File: config.mk
export PLATFORM = sky130hd
export DESIGN_NAME = jtdw_front
export DESIGN_NICKNAME = d
export VERILOG_FILES = /design/src/rtl/joint_torque_to_drive_word_top_defines.svh /design/src/rtl/jtdw_pkg.sv /design/src/rtl/jtdw_front.sv
export SDC_FILE = /design/constraint.sdc
export NUM_CORES = 1
export LEC_CHECK = 0
export BUFFER_PORTS_ARGS = -buffer_cell sky130_fd_sc_hd__buf_2
export CORE_UTILIZATION = 31
export DETAILED_ROUTE_END_ITERATION = 6
export GPL_ROUTABILITY_DRIVEN = 0
export MAX_ROUTING_LAYER = met4
export PLACE_DENSITY = 0.88
export SYNTH_ARGS = -nofsm -noshare
export SYNTH_HDL_FRONTEND = slang
export SYNTH_SLANG_ARGS = --single-unit
File: constraint.sdc
create_clock -name vclk -period 2.2
set_input_delay 0.44 -clock vclk [all_inputs]
set_output_delay 0.44 -clock vclk [all_outputs]
set_load 0.03 [all_outputs]
File: src/rtl/joint_torque_to_drive_word_top_defines.svh
// Assertion macros used by the top level of the drive word converter.
`ifndef JOINT_TORQUE_TO_DRIVE_WORD_TOP_DEFINES_SVH
`define JOINT_TORQUE_TO_DRIVE_WORD_TOP_DEFINES_SVH

// Same-cycle implication, disabled during reset.
`define JTDW_ASSERT_SAME(lbl, ante, cons, msg) \
	lbl: assert property (@(posedge clk) disable iff (!arst_n) (ante) |-> (cons)) \
		else $error(msg);

// Next-cycle implication, disabled during reset.
`define JTDW_ASSERT_NEXT(lbl, ante, cons, msg) \
	lbl: assert property (@(posedge clk) disable iff (!arst_n) (ante) |=> (cons)) \
		else $error(msg);

`endif

File: src/rtl/jtdw_pkg.sv
// Package with types, operation codes and helpers of the drive word converter.
`timescale 1ns / 1ps
package jtdw_pkg;

	localparam int ACTUATORS_DEF      = 7;
	localparam int JOINTS_DEF         = 6;
	localparam int DRIVE_CHANNELS_DEF = 8;
	localparam int DAC_BITS_DEF       = 16;
	localparam int FRAC_BITS_DEF      = 16;

	// Queue between front and back
	localparam int Q_DEPTH = 4;

	// Fixed field widths
	localparam int WORD_W   = 32;
	localparam int OP_W     = 3;
	localparam int OP_ADDR_W = 6;

	// Classified operations
	localparam logic [OP_W-1:0] OP_CPL     = 3'd0;
	localparam logic [OP_W-1:0] OP_AMPS    = 3'd1;
	localparam logic [OP_W-1:0] OP_LIM     = 3'd2;
	localparam logic [OP_W-1:0] OP_BSC     = 3'd3;
	localparam logic [OP_W-1:0] OP_BOF     = 3'd4;
	localparam logic [OP_W-1:0] OP_TRQ     = 3'd5;
	localparam logic [OP_W-1:0] OP_TRQ_RUN = 3'd6;
	localparam logic [OP_W-1:0] OP_RUN     = 3'd7;

	// Calibration table selects
	localparam logic [2:0] SEL_CPL  = 3'd0;
	localparam logic [2:0] SEL_AMPS = 3'd1;
	localparam logic [2:0] SEL_LIM  = 3'd2;
	localparam logic [2:0] SEL_BSC  = 3'd3;
	localparam logic [2:0] SEL_BOF  = 3'd4;

	typedef struct packed {
		logic [OP_W-1:0]      code;
		logic [OP_ADDR_W-1:0] addr;
		logic [WORD_W-1:0]    value;
	} jtdw_op_t;

	// Saturate a signed 64-bit value to signed 32 bits
	function automatic logic signed [31:0] sat32(input logic signed [63:0] v);
		logic signed [63:0] hi;
		logic signed [63:0] lo;
		hi = 64'sh0000_0000_7fff_ffff;
		lo = -64'sh0000_0000_8000_0000;
		if (v > hi)
			return 32'sh7fff_ffff;
		else if (v < lo)
			return 32'sh8000_0000;
		else
			return v[31:0];
	endfunction

endpackage

File: src/rtl/jtdw_front.sv
// Front end: accepts command items, classifies them and pushes operations.
`timescale 1ns / 1ps
module jtdw_front import jtdw_pkg::*; #(
	parameter int ACTUATORS = ACTUATORS_DEF,
	parameter int JOINTS    = JOINTS_DEF
) (
	input  logic              start,
	input  logic              q_full,
	input  logic              mode,
	input  logic [2:0]        table_sel,
	input  logic [2:0]        actuator_index,
	input  logic [2:0]        joint_index,
	input  logic [WORD_W-1:0] value,
	input  logic              last,
	output logic              push,
	output jtdw_op_t          op
);

	logic act_ok;
	logic jnt_ok;
	logic keep;

	assign act_ok = (int'(actuator_index) < ACTUATORS);
	assign jnt_ok = (int'(joint_index) < JOINTS);

	// Classify the transfer into one back-end operation, or drop it
	always_comb begin
		keep       = 1'b0;
		op.code    = OP_RUN;
		op.addr    = '0;
		op.value   = value;
		if (!mode) begin
			op.addr = OP_ADDR_W'(actuator_index);
			case (table_sel)
				SEL_CPL: begin
					keep    = act_ok && jnt_ok;
					op.code = OP_CPL;
					op.addr = OP_ADDR_W'(int'(actuator_index) * JOINTS + int'(joint_index));
				end
				SEL_AMPS: begin
					keep    = act_ok;
					op.code = OP_AMPS;
				end
				SEL_LIM: begin
					keep    = act_ok;
					op.code = OP_LIM;
				end
				SEL_BSC: begin
					keep    = act_ok;
					op.code = OP_BSC;
				end
				SEL_BOF: begin
					keep    = act_ok;
					op.code = OP_BOF;
				end
				default: keep = 1'b0;
			endcase
		end else begin
			op.addr = OP_ADDR_W'(joint_index);
			keep    = jnt_ok || last;
			if (jnt_ok && last)
				op.code = OP_TRQ_RUN;
			else if (jnt_ok)
				op.code = OP_TRQ;
			else
				op.code = OP_RUN;
		end
	end

	assign push = start && !q_full && keep;

endmodule

==> metrics.yaml <==
drt_wl_total_mm: 1.21
firstDrtPassIters: 4
pwr_density_cell_nw_per_um2: 251
worstPathCellList: "buf_6 -> ha_4 -> fa_2 -> and2_4 -> a21oi_4 -> nor3b_4 -> buf_6"
hold_depth: 0
synthTopCellsByArea: "buf_4 (42%), ha_1 (11%), fa_1 (7.0%), a21oi_1 (5.2%), mux2i_1 (3.5%)"
pwr-share-seq_pct: 0
hold_violations: 0
die_w_um: 45.0
multi_input_area_um2: 423
worstMarginPinSlew_ns: 0.444
fillCellCount: 191
p_sw_uw: 89.8
relSlewSlack_pct: 70.1
peakVddDrop_mv: 0.0927
period_share_pct: 103
vias: 466
p_leak_nw: 0.296
critPathMaxStageDelay_ns: 0.56
wl_per_cell_um: 12.3
yosysMostFrequentCell: "buf_4"
crit_family: "adder cells"
hpwl_mm: 1.00
hold_slack_ns: 0.880
ys_warn_count: 0
antenna_found_initial: 0
seq_area_frac_synth_pct: 0
dieArea_um2: 2020
final-setup-viol-count: 2
netSwitchingFraction_pct: 52.4
wl_met1_um: 429
mappedNetlistArea_um2: 573
place_inst: 98
period_needed_ns: 2.26
overflow: 0
violations: "negative setup slack"
syn_avg_cell_area_um2: 7.54
antenna_cells: 0
grt_max_degree: 14
io_pins: 87
grt_pass1_vias: 465
core_area_um2: 1730
cp_data_arrival_time_ns: 1.82
cp.required_ns: 1.76
tns_ns: -0.0859
wl_met2_um: 668
hp-start: "value[10]"
ant_nets: 0
ys_top_cells_by_count: "buf_4 (32), a21oi_1 (6), ha_1 (5)"
met3_length_um: 115
ys_types: 24
drt_iter0_markers: 2
comb_power_share_pct: 100.0
utilization_pct: 39.5
hold_path_class: "in -> out"
seq_cell_count: 0
timing.max_cap.violations: 0
crit_top_cell: "buf_6"
critical-path-slowest-cell: "fa_2"
synth_top_area_share_pct: 41.9
synth_nets: 128
synth.largest_area_cell: "buf_4"
port_buffers: 23
seq_area_um2: 0
nClkBuffers: 0
drc: 0
rsz0062_at_grt: "yes"
layout.nets: 128
min_to: "op[10]"
status: "finished, violations left"
synthToLayoutAreaGrowth_pct: 19.0
cp-start-kind: "primary input"
max_clock_freq_ghz: 0.442
fin_cells: 99
synthCells: 76
power.internal_uw: 81.5
grt_pass1_wl_mm: 1.87
critPathKind: "in -> out"
viasPerCell: 4.71
drive_above_1_share_pct: 62.2
rows: 15
p_clk_share_pct: 0
path_buf_inv: 2
dp_worst_setup_slack_ns: -0.237
drv_slew: 0
setup_ws_ns: -0.0625
start_util_pct: 33.2
endpoint_kind: "primary output"
highest_layer: "met3"
track_usage_pct: 12.1
die_h_um: 45.0
crit_path_max_fanout: 3
## layer usage
layer,vias to the layer above,track usage (%)
li1,228,-
met1,212,14.0
met2,26,20.6
met3,0,3.60
met4,0,2.42
met5,-,-
## cell usage in the layout, fill, tap and decap left out
master and count:
xor2_4 1, nand3_1 2, ha_4 2, a31oi_1 1, a21oi_1 4, nor3_1 1
nand2_1 4, buf_6 7, or4_4 1, a21oi_4 1, mux2_2 1, nor4b_2 1
buf_8 1, ha_1 3, o21ai_2 1, nand2b_1 1, a21oi_2 1, nor2_1 2
o21ai_0 2, buf_4 6, and2_4 1, mux2i_1 2, a21o_1 2, or2_2 1
a211oi_1 2, xnor2_1 1, buf_2 17, fa_2 2, nor3b_4 2, inv_1 1
## logic make-up after synthesis
family          share of synthesized area [%]
xor+xnor                                 3.06
simple gates                             15.9
mux                                      5.46
fa+ha+maj                                17.9
buf+inv                                  43.4
compound gates                           14.2
## worst max-delay path by stage
stage                           start     end  slack (ns)  depth (start not counted)
floorplan           actuator_index[0]  op[37]       -0.04                          5
global placement    actuator_index[0]  op[37]       -0.20                          7
detailed placement  actuator_index[0]  op[37]       -0.24                          7
CTS                 actuator_index[1]  op[37]       -0.07                          7
global route        actuator_index[1]  op[37]       -0.09                          7
finish              actuator_index[0]  op[37]       -0.06                          7
## timing repair
action                     in CTS  in global routing
hold buffers                    0                  0
setup endpoints to repair       4                  4
gates resized for setup        21                  5
pin swaps                       9                  7
setup buffers                   0                  1
## layout make-up
cell class                 instances  share of cell area [%]
inverter                           1                   0.550
multi-input combinational         42                    62.0
tap                               25                    4.59
timing repair buffer              31                    32.8
## stage by stage
| stage | power (mW) | instance area (um2) |
|---|---|---|
| 4_1_cts | 0.162 | 648 |
| 3_3_place_gp | 0.132 | 559 |
| 5_1_grt | 0.184 | 682 |
| 3_5_place_dp | 0.139 | 559 |
| 6_report | 0.171 | 682 |
| 2_1_floorplan | 0.192 | 606 |
## power groups by stage
| stage | Clock, mW | Combinational (mW) | Sequential, mW |
|---|---|---|---|
| after floorplan | 0 | 0.192 | 0 |
| after global placement | 0 | 0.132 | 0 |
| after detailed placement | 0 | 0.139 | 0 |
| after CTS | 0 | 0.162 | 0 |
| after global routing | 0 | 0.184 | 0 |
| final | 0 | 0.171 | 0 |
Power figures use the tool's default switching activity.
