[src/rtl/joint_torque_to_drive_word_top_defines.svh]
// Assertion macros used by the top level of the drive word converter.
`ifndef JOINT_TORQUE_TO_DRIVE_WORD_TOP_DEFINES_SVH
`define JOINT_TORQUE_TO_DRIVE_WORD_TOP_DEFINES_SVH

// Same-cycle implication, disabled during reset.
`define JTDW_ASSERT_SAME(lbl, ante, cons, msg) \
	lbl: assert property (@(posedge clk) disable iff (!arst_n) (ante) |-> (cons)) \
		else $error(msg);

// Next-cycle implication, disabled during reset.
`define JTDW_ASSERT_NEXT(lbl, ante, cons, msg) \
	lbl: assert property (@(posedge clk) disable iff (!arst_n) (ante) |=> (cons)) \
		else $error(msg);

`endif

[src/rtl/jtdw_pkg.sv]
// Package with types, operation codes and helpers of the drive word converter.
`timescale 1ns / 1ps
package jtdw_pkg;

	localparam int ACTUATORS_DEF      = 7;
	localparam int JOINTS_DEF         = 6;
	localparam int DRIVE_CHANNELS_DEF = 8;
	localparam int DAC_BITS_DEF       = 16;
	localparam int FRAC_BITS_DEF      = 16;

	// Queue between front and back
	localparam int Q_DEPTH = 4;

	// Fixed field widths
	localparam int WORD_W   = 32;
	localparam int OP_W     = 3;
	localparam int OP_ADDR_W = 6;

	// Classified operations
	localparam logic [OP_W-1:0] OP_CPL     = 3'd0;
	localparam logic [OP_W-1:0] OP_AMPS    = 3'd1;
	localparam logic [OP_W-1:0] OP_LIM     = 3'd2;
	localparam logic [OP_W-1:0] OP_BSC     = 3'd3;
	localparam logic [OP_W-1:0] OP_BOF     = 3'd4;
	localparam logic [OP_W-1:0] OP_TRQ     = 3'd5;
	localparam logic [OP_W-1:0] OP_TRQ_RUN = 3'd6;
	localparam logic [OP_W-1:0] OP_RUN     = 3'd7;

	// Calibration table selects
	localparam logic [2:0] SEL_CPL  = 3'd0;
	localparam logic [2:0] SEL_AMPS = 3'd1;
	localparam logic [2:0] SEL_LIM  = 3'd2;
	localparam logic [2:0] SEL_BSC  = 3'd3;
	localparam logic [2:0] SEL_BOF  = 3'd4;

	typedef struct packed {
		logic [OP_W-1:0]      code;
		logic [OP_ADDR_W-1:0] addr;
		logic [WORD_W-1:0]    value;
	} jtdw_op_t;

	// Saturate a signed 64-bit value to signed 32 bits
	function automatic logic signed [31:0] sat32(input logic signed [63:0] v);
		logic signed [63:0] hi;
		logic signed [63:0] lo;
		hi = 64'sh0000_0000_7fff_ffff;
		lo = -64'sh0000_0000_8000_0000;
		if (v > hi)
			return 32'sh7fff_ffff;
		else if (v < lo)
			return 32'sh8000_0000;
		else
			return v[31:0];
	endfunction

endpackage

[src/rtl/jtdw_queue.sv]
// Short operation queue between the front end and the back end.
`timescale 1ns / 1ps
module jtdw_queue import jtdw_pkg::*; #(
	parameter int DEPTH = Q_DEPTH
) (
	input  logic     clk,
	input  logic     arst_n,
	input  logic     push,
	input  jtdw_op_t din,
	input  logic     pop,
	output jtdw_op_t dout,
	output logic     empty,
	output logic     full
);

	localparam int PTR_W = (DEPTH > 1) ? $clog2(DEPTH) : 1;
	localparam int CNT_W = $clog2(DEPTH + 1);

	jtdw_op_t         slots_q [DEPTH];
	logic [PTR_W-1:0] wr_ptr_q;
	logic [PTR_W-1:0] rd_ptr_q;
	logic [CNT_W-1:0] count_q;

	assign empty = (count_q == '0);
	assign full  = (count_q == CNT_W'(DEPTH));
	assign dout  = slots_q[rd_ptr_q];

	// Store pushed operations
	always_ff @(posedge clk) begin
		if (push)
			slots_q[wr_ptr_q] <= din;
	end

	// Advance pointers and track fill level
	always_ff @(posedge clk or negedge arst_n) begin
		if (!arst_n) begin
			wr_ptr_q <= '0;
			rd_ptr_q <= '0;
			count_q  <= '0;
		end else begin
			if (push)
				wr_ptr_q <= (int'(wr_ptr_q) == DEPTH - 1) ? '0 : wr_ptr_q + 1'b1;
			if (pop)
				rd_ptr_q <= (int'(rd_ptr_q) == DEPTH - 1) ? '0 : rd_ptr_q + 1'b1;
			if (push && !pop)
				count_q <= count_q + 1'b1;
			else if (pop && !push)
				count_q <= count_q - 1'b1;
		end
	end

endmodule

[config.mk]
export PLATFORM = sky130hd
export DESIGN_NAME = jtdw_queue
export DESIGN_NICKNAME = d
export VERILOG_FILES = /design/src/rtl/joint_torque_to_drive_word_top_defines.svh /design/src/rtl/jtdw_pkg.sv /design/src/rtl/jtdw_queue.sv
export SDC_FILE = /design/constraint.sdc
export NUM_CORES = 1
export LEC_CHECK = 0
export BUFFER_PORTS_ARGS = -buffer_cell sky130_fd_sc_hd__buf_4
export CORE_MARGIN = 5
export CORE_UTILIZATION = 55
export CTS_BUF_LIST = sky130_fd_sc_hd__clkbuf_2 sky130_fd_sc_hd__clkbuf_4 sky130_fd_sc_hd__clkbuf_8
export CTS_CLUSTER_DIAMETER = 30
export DETAILED_ROUTE_END_ITERATION = 10
export PLACE_DENSITY = 0.78
export SLEW_MARGIN = 20
export SYNTH_ARGS = -nofsm -noshare
export SYNTH_HDL_FRONTEND = slang
export SYNTH_SLANG_ARGS = --single-unit
[constraint.sdc]
create_clock -name clk -period 4.5 [get_ports clk]
set_input_delay 0.45 -clock clk [delete_from_list [all_inputs] [get_ports clk]]
set_output_delay 0.45 -clock clk [all_outputs]
set_load 0.01 [all_outputs]
==> results of run 1 <==
[cell usage in the layout, fill, tap and decap left out]
| cell type | instances |
|---|---|
| bufinv_16 | 4 |
| clkbuf_8 | 17 |
| inv_1 | 4 |
| xnor2_1 | 1 |
| fa_1 | 1 |
| edfxtp_1 | 164 |
| nor3_1 | 1 |
| o21ai_0 | 2 |
| nor2_1 | 3 |
| mux2_2 | 3 |
| dfrtp_4 | 1 |
| nand2_1 | 2 |
| dfrtp_2 | 1 |
| buf_4 | 91 |
| nor3b_1 | 1 |
| mux4_1 | 3 |
| clkinv_2 | 3 |
| clkbuf_4 | 4 |
| xor2_1 | 2 |
| ha_1 | 6 |
| mux4_2 | 38 |
| dfrtp_1 | 5 |
| clkinv_1 | 4 |
| dlygate4sd3_1 | 1 |
| and2_2 | 4 |
[worst max-delay path: cells and delay by family, from the launching register on]
kind	cells	cell delay (ns)
multiplexers	1	0.67
buffers and inverters	1	0.16
flip-flops	1	0.99
[power breakdown]
part / switching [mW] / internal [mW]
Combinational: 0.514 / 0.739
Clock: 0.484 / 0.619
Sequential: 0.262 / 2.04
[Yosys cell counts]
cell type and n:
inv_1 4, o21ai_0 2, xnor2_1 1, mux4_1 3
dfrtp_1 7, nand2_1 2, nor3_1 1, clkbuf_1 1
nor3b_1 1, mux4_2 38, fa_1 1, ha_1 6
edfxtp_1 164, xor2_1 2, nor2_1 3, mux2_2 3
buf_2 4, buf_6 1, and2_1 4, buf_12 4
[kinds of logic (layout without fill, tap and decap cells)]
group	Yosys count	count (layout)	share of synthesized area [%]
mux	44	44	15.2
xor+xnor	3	3	0.412
simple gates	11	11	0.882
flops	171	171	79.9
compound gates	2	2	0.157
fa+ha+maj	7	7	1.49
buf+inv	14	128	2.04
[registers in the layout (all words and copies together) (netlist names)]
signal and count:
wr_ptr_q 2, count_q 3, rd_ptr_q 2, slots_q 164
[per-stage QoR]
| step | setup WS (ns) | instances | total power [mW] |
|---|---|---|---|
| 2_1_floorplan | 2.48 | 252 | 3.10 |
| 3_3_place_gp | 2.17 | 476 | 3.60 |
| 3_5_place_dp | 2.21 | 476 | 3.63 |
| 4_1_cts | 1.69 | 509 | 4.73 |
| 5_1_grt | 1.58 | 509 | 4.91 |
| 6_report | 1.78 | 509 | 4.66 |
[final cells by class]
| class | count | area, µm² |
|---|---|---|
| Tap cell | 143 | 179 |
| Timing Repair Buffer | 92 | 693 |
| Multi-Input combinational cell | 67 | 1160 |
| Clock buffer | 21 | 264 |
| Clock inverter | 11 | 150 |
| Sequential cell | 171 | 5100 |
| Fill cell | 767 | 3850 |
| Inverter | 4 | 15.0 |
[metal layers]
| layer | track usage (%) | up-vias | wire length [µm] |
|---|---|---|---|
| met2 | 26.1 | 75 | 5350 |
| met3 | 5.81 | 19 | 630 |
| met1 | 20.1 | 1463 | 4350 |
| met5 | 0 | - | 0 |
| li1 | - | 1259 | - |
| met4 | 7.17 | 0 | 236 |
[repair_timing]
item                                   CTS  global route
gates resized for setup                  0             0
endpoints found under the hold margin    7             0
hold buffers                             1             0
setup endpoints to repair                0             0
[worst paths after layout]
path                                  end  cells past startpoint
setup / recovery                 dout[32]                      2
hold / removal             slots_q[2][30]                      1
setup reg to reg           slots_q[2][20]                      4
hold reg to reg                count_q[2]                      1
max in group asynchronous     rd_ptr_q[0]                      2
min in group asynchronous     rd_ptr_q[0]                      2
==> run_results.csv, run 1 <==
group,metric,value,unit
run_status,status,"finished clean",
cts,clock_latency,0.44,ns
worst_setup_path,endpoint_kind,"output pin",
worst_setup_path,cp.arrival,2.27,ns
synthesis,yosysTopAreaCellShare,77.1,%
timing,tightest_slew,1.05,ns
routing,post_drt_wl_per_cell,20.8,µm
cts,cts_made_buffers,17,
cells_and_area,utilization,66.3,%
floorplanning,core_area,11400,µm²
worst_setup_path,start_kind,"register",
cts,htreeDepth,4,
timing,clock_skew,0.00548,ns
synthesis,syn_avg_cell_area,25.3,µm²
synthesis,yosys-top-cells-area,"edfxtp_1, mux4_2, dfrtp_1",
routing,remaining_drc_errors,0,
cells_and_area,final_area,7570,µm²
power,powerDensity,616,nW/µm²
routing,via_per_inst,5.53,
worst_setup_path,cp_max_fo,44,
worst_setup_path,r2r_start,"wr_ptr_q[0]",
floorplanning,start_util,55.9,%
routing,dr.pass1.iters,4,
cells_and_area,area_delta_synth_final,18.5,%
timing,layout_min_cycle_time,2.72,ns
min_path,hp-class,"in2reg",
grt,antenna_found_initial,0,
synthesis,synth_cell_type_count,20,
worst_setup_path,cp_slowest_cell,"dfrtp_4",
routing,num_vias,2816,
synthesis,postSynthCellCount,252,
min_path,hold_start,"din[30]",
grt,grt_usage,16.3,%
timing,hold_ws,0.205,ns
floorplanning,dieArea,13900,µm²
worst_setup_path,critPathLaunch,"rd_ptr_q[0]",
floorplanning,pin_count,88,
power,ir_worst_vdd,0.485,mV
grt,grt_pass1_wl,16.8,mm
cells_and_area,antenna_cells,0,
timing,hold_viol,0,
routing,routed_wl,10.6,mm
power,power_leakage,2.64,nW
cts,clockBufferDepth,2,
cts,cts_setup_buffers,0,
floorplanning,die_h,118,µm
placement,place.port_buffers,87,
routing,drt_iter0_markers,135,
floorplanning,num_rows,39,
worst_setup_path,r2r_setup_slack,2.53,ns
routing,final_antenna_net_count,0,
timing,rsz0062_at_grt,"false",
cts,cts_root_buffer,"clkbuf_8",
placement,place_area,7140,µm²
worst_setup_path,max_stage_delay,0.99,ns
timing,slew_viol_final,0,
synthesis,synth_seq_area_share,79.9,%
cts,path_clk_slew,0.08,ns
synthesis,synth-seq-cells,171,
synthesis,synth_top_cell_by_area,"edfxtp_1",
placement,dpl.hpwl,6.40,mm
cells_and_area,nNetsFinal,405,
timing,fmax,368,MHz
cts,cts_tree,"done",
worst_setup_path,required,4.05,ns
synthesis,netlist_area,6390,µm²
synthesis,yosysWarnings,0,
grt,grt_overflow,0,
timing,fin_setup_tns,0,ns
grt,grt_start_max_net_pins,45,
timing,fin_crit_sh,60.4,%
grt,first_global_vias,3124,
synthesis,synth_nets,304,
timing,slew_headroom,30.0,%
worst_setup_path,crit_chain,"mux4_1 > buf_4",
timing,setup_violations,0,
placement,gp_congestion,0.686,
cells_and_area,final_layout_size_suffix_gt1_share,45.4,%
job,cap_violations,0,
floorplanning,die_w,118,µm
cts,cts.sinks,171,
worst_setup_path,crit_type,"reg2out",
(Power assumes the default switching activity.)
==> run 2, diff against run 1 <==
==> constraint.sdc (replaced) <==
create_clock -name clk -period 2.6 [get_ports clk]
set_input_delay 0.26 -clock clk [delete_from_list [all_inputs] [get_ports clk]]
set_output_delay 0.26 -clock clk [all_outputs]
set_load 0.01 [all_outputs]
==> run 2 against run 1 <==
Effect of this change: design area rose by 6.6%; sequential share of layout area shrank 4.2 points; largest power group unchanged; via count up 7.4%; highest routed layer unchanged; non-clock buffer count increased by 42; critical path type unchanged; power increased by 77%.
==> run_results.csv, run 2 (synthesized netlist as in run 1, its figures left out) <==
group,metric,value,unit
run_status,status,"finished clean",
timing,layout_setup_ws,0.193,ns
grt,grt_overflow,0,
cts,cts_resized,0,
grt,grt_usage,17.2,%
routing,met3_length,641,µm
routing,wl_met1,4.77,mm
routing,final_antenna_net_count,0,
cts,cts_tree,"done",
cts,cts_setup_buffers,0,
power,power_leakage,2.83,nW
routing,post_drt_wl_per_cell,20.5,µm
floorplanning,start_util,55.9,%
job,cap_violations,0,
cts,cts.sinks,171,
cts,cts_root_buffer,"clkbuf_8",
worst_setup_path,cp_max_fo,25,
timing,setup_violations,0,
floorplanning,dieArea,13900,µm²
grt,grt_start_max_net_pins,32,
placement,dpl.hpwl,6.95,mm
cells_and_area,most-common-layout-cells,"edfxtp_1, buf_4, dlygate4sd3_1",
placement,place_inst,479,
power,ir_worst_vdd,0.549,mV
placement,place.port_buffers,87,
timing,rsz0062_at_grt,"false",
routing,drt_iter0_markers,178,
cts,clockBufferDepth,2,
timing,clock_skew,0.00918,ns
cells_and_area,largest_reg_flops,164,
routing,met2_length,5.80,mm
grt,antenna_found_initial,1,
routing,dr.pass1.iters,4,
floorplanning,die_w,118,µm
cells_and_area,nNetsFinal,447,
worst_setup_path,endpoint_kind,"output pin",
placement,place_area,7240,µm²
timing,slew_viol_final,0,
cts,htreeDepth,4,
cells_and_area,regMostFlops,"slots_q",
cells_and_area,fin_cells,552,
worst_setup_path,cp.arrival,2.15,ns
timing,layout_min_cycle_time,2.41,ns
floorplanning,pin_count,88,
routing,via_per_inst,5.48,
floorplanning,num_rows,39,
worst_setup_path,crit_type,"reg2out",
timing,tightest_slew,0.529,ns
cells_and_area,largest_registers,"slots_q: 164 flops, count_q: 3 flops",
placement,gp_congestion,0.717,
cells_and_area,final_layout_size_suffix_gt1_share,42.2,%
cells_and_area,final_area,8060,µm²
cts,cts_made_buffers,17,
power,powerDensity,1030,nW/µm²
routing,routed_wl,11.3,mm
routing,remaining_drc_errors,0,
floorplanning,core_area,11400,µm²
worst_setup_path,start_kind,"register",
grt,first_global_vias,3340,
cells_and_area,final_common_cell,"edfxtp_1",
floorplanning,die_h,118,µm
routing,num_vias,3025,
timing,slew_headroom,64.7,%
worst_setup_path,required,2.34,ns
cells_and_area,area_delta_synth_final,26.3,%
cells_and_area,fillers,707,
cts,clock_latency,0.44,ns
grt,grt_pass1_wl,18.2,mm
cts,cts_hold_buf,38,
timing,fin_crit_sh,92.6,%
timing,hold_viol,0,
timing,fin_setup_tns,0,ns
min_path,hp-class,"in2reg",
placement,dp_slack,0.621,ns
routing,topRoutingLayerUsed,"met4",
cts,path_clk_slew,0.08,ns
cells_and_area,utilization,70.6,%
timing,fmax,416,MHz
[run 2: where the power goes]
group | internal [mW] | leakage [nW] | total [mW] | switching [mW]
registers | 3.54 | 1.59 | 3.85 | 0.309
logic | 1.41 | 1.04 | 2.51 | 1.10
clock network | 0.965 | 0.202 | 1.91 | 0.947
[run 2: path summary, 6_finish.rpt]
check                             from  cells after the start        endpoint  slack [ns]
setup / recovery           rd_ptr_q[0]                      3        dout[27]        0.19
hold / removal                  din[5]                      1   slots_q[3][5]        0.04
setup reg to reg           wr_ptr_q[0]                      4  slots_q[2][28]        0.82
hold reg to reg             count_q[2]                      1      count_q[2]        0.49
max in group asynchronous       arst_n                      2     rd_ptr_q[0]        2.30
min in group asynchronous       arst_n                      2      count_q[1]        0.15
[run 2: through the flow]
stage	hold WS, ns	total power [mW]
after CTS	0.000277	8.37
after global placement	0.0790	6.35
after detailed placement	0.0795	6.42
final	0.0368	8.27
after floorplan	-0.0356	5.37
after global routing	0.00317	8.69
[run 2: area by class of cell]
type | count | area (µm²) | area share [%]
inverter | 4 | 15.0 | 0.186
tap | 143 | 179 | 2.22
sequential | 171 | 5100 | 63.3
multi-input combinational | 67 | 1160 | 14.4
clock buffer | 17 | 234 | 2.90
timing repair buffer | 134 | 1180 | 14.6
antenna | 1 | 2.50 | 0.0310
clock inverter | 15 | 186 | 2.31
[run 2: layer usage]
metal / vias up / track usage, %
met4: 0 / 5.38
met2: 90 / 27.4
li1: 1350 / -
met5: - / 0
met3: 15 / 5.53
met1: 1570 / 23.0
[run 2: critical path, stage by stage, from the launching register on]
cell and delay [ns]:
dfrtp_4 0.76, buf_12 0.24, mux4_2 0.53, buf_4 0.16
==> run 3, diff against run 2 <==
--- a/config.mk
+++ b/config.mk
@@ -7,11 +7,11 @@
 export LEC_CHECK = 0
 export BUFFER_PORTS_ARGS = -buffer_cell sky130_fd_sc_hd__buf_4
 export CORE_MARGIN = 5
-export CORE_UTILIZATION = 55
+export CORE_UTILIZATION = 59
 export CTS_BUF_LIST = sky130_fd_sc_hd__clkbuf_2 sky130_fd_sc_hd__clkbuf_4 sky130_fd_sc_hd__clkbuf_8
 export CTS_CLUSTER_DIAMETER = 30
 export DETAILED_ROUTE_END_ITERATION = 10
-export PLACE_DENSITY = 0.78
+export PLACE_DENSITY = 0.83
 export SLEW_MARGIN = 20
 export SYNTH_ARGS = -nofsm -noshare
 export SYNTH_HDL_FRONTEND = slang
==> run 3 against run 2 <==
Effect of this change: first-iteration DRC count is 22% higher; sequential power is 2% lower; maximum frequency about the same; critical endpoint is now dout[12]; final cell count unchanged; via count increased by 0.17%; design area decreased by 0.33%; count of clock-buffer cells in the layout up 3.
==> run_results.csv, run 3 (synthesized netlist as in run 1, its figures left out) <==
group,metric,value,unit
routing,met2_length,5.82,mm
cts,htreeDepth,4,
timing,slew_headroom,52.4,%
worst_setup_path,rr_worst_depth,4,
routing,routed_wl,11.1,mm
floorplanning,pin_count,88,
floorplanning,die_h,114,µm
routing,final_antenna_net_count,0,
power,power_leakage,2.82,nW
placement,place_inst,478,
worst_setup_path,required,2.34,ns
routing,num_vias,3030,
timing,fin_crit_sh,92.6,%
min_path,holdPathStages,2,
timing,fmax,415,MHz
cts,cts_hold_buf,42,
timing,tightest_slew,0.715,ns
cells_and_area,antenna_cells,0,
worst_setup_path,endpoint_kind,"output pin",
min_path,hp-class,"in2reg",
timing,clock_skew,0.00982,ns
cts,clock_latency,0.45,ns
floorplanning,dieArea,13000,µm²
timing,rsz0062_at_grt,"false",
cells_and_area,nNetsFinal,451,
cells_and_area,largest_reg_flops,164,
routing,drt_iter0_markers,218,
floorplanning,num_rows,38,
routing,remaining_drc_errors,0,
cts,path_clk_slew,0.08,ns
cts,clockBufferDepth,2,
placement,dp_slack,0.629,ns
cts,cts_tree,"done",
power,powerDensity,1010,nW/µm²
routing,via_per_inst,5.49,
cells_and_area,most-common-layout-cells,"edfxtp_1, buf_4, dlygate4sd3_1",
cells_and_area,final_common_cell,"edfxtp_1",
timing,layout_setup_ws,0.193,ns
grt,grt_start_max_net_pins,42,
job,cap_violations,0,
cells_and_area,area_delta_synth_final,25.9,%
cells_and_area,fillers,613,
cts,cts.sinks,171,
floorplanning,die_w,114,µm
power,ir_worst_vdd,0.714,mV
timing,layout_min_cycle_time,2.41,ns
placement,gp_congestion,0.703,
routing,wl_met1,4.41,mm
timing,fin_setup_tns,0,ns
routing,dr.pass1.iters,4,
cells_and_area,utilization,74.8,%
worst_setup_path,crit_type,"reg2out",
timing,setup_violations,0,
routing,met3_length,696,µm
worst_setup_path,cp_max_fo,30,
run_status,status,"finished clean",
grt,first_global_vias,3277,
grt,grt_overflow,0,
worst_setup_path,start_kind,"register",
cts,cts_made_buffers,17,
routing,topRoutingLayerUsed,"met4",
grt,grt_usage,18.8,%
cells_and_area,largest_registers,"slots_q: 164 flops, count_q: 3 flops",
placement,place.port_buffers,87,
floorplanning,start_util,59.4,%
placement,dpl.hpwl,6.59,mm
worst_setup_path,cp.arrival,2.15,ns
cells_and_area,fin_cells,552,
cts,cts_resized,0,
routing,post_drt_wl_per_cell,20.1,µm
cells_and_area,final_layout_size_suffix_gt1_share,41.7,%
grt,grt_pass1_wl,17.7,mm
timing,hold_viol,0,
cells_and_area,regMostFlops,"slots_q",
grt,antenna_found_initial,0,
floorplanning,core_area,10700,µm²
timing,slew_viol_final,0,
cts,cts_root_buffer,"clkbuf_8",
cts,cts_setup_buffers,0,
[run 3: final timing paths]
check                                end        start  slack (ns)
setup reg to reg           slots_q[2][8]  wr_ptr_q[0]        0.75
min in group asynchronous     count_q[2]       arst_n        0.17
max in group asynchronous    rd_ptr_q[0]       arst_n        2.29
hold / removal               wr_ptr_q[1]         push        0.06
hold reg to reg               count_q[2]   count_q[2]        0.53
setup / recovery                dout[12]  rd_ptr_q[1]        0.19
[run 3: final cells by class]
class                   instances  area, µm²  area share [%]
clock buffers                  20        256            3.19
clock inverters                12        149            1.85
inverters                       4       15.0           0.187
multi-input cells              67       1160            14.4
flip-flops and latches        171       5100            63.5
well taps                     140        175            2.18
repair buffers                138       1180            14.7
[run 3: report_power, final]
group / internal, mW / total (mW) / switching (mW)
Clock: 0.973 / 1.85 / 0.880
Sequential: 3.54 / 3.77 / 0.230
Combinational: 1.39 / 2.53 / 1.14
Total: 5.90 / 8.15 / 2.25
[run 3: worst max-delay path, cell delays in order, from the launching register on]
cell     delay, ns
dfrtp_2       0.84
buf_4         0.35
mux4_2        0.33
buf_4         0.16
[run 3: routing by layer]
| metal | vias to the layer above | GRT usage, % |
|---|---|---|
| met2 | 102 | 30.9 |
| met1 | 1561 | 23.5 |
| li1 | 1352 | - |
| met3 | 15 | 6.58 |
| met4 | 0 | 6.41 |
| met5 | - | 0 |
[run 3: per-stage QoR]
| step | hold WS (ns) | instance area, µm² | total power [mW] |
|---|---|---|---|
| final | 0.0581 | 8040 | 8.15 |
| after global routing | 0.0274 | 8040 | 8.57 |
| after CTS | 0.0121 | 8040 | 8.26 |
| after detailed placement | 0.0799 | 7210 | 6.36 |
| after global placement | 0.0769 | 7210 | 6.28 |
| after floorplan | -0.0356 | 6390 | 5.37 |
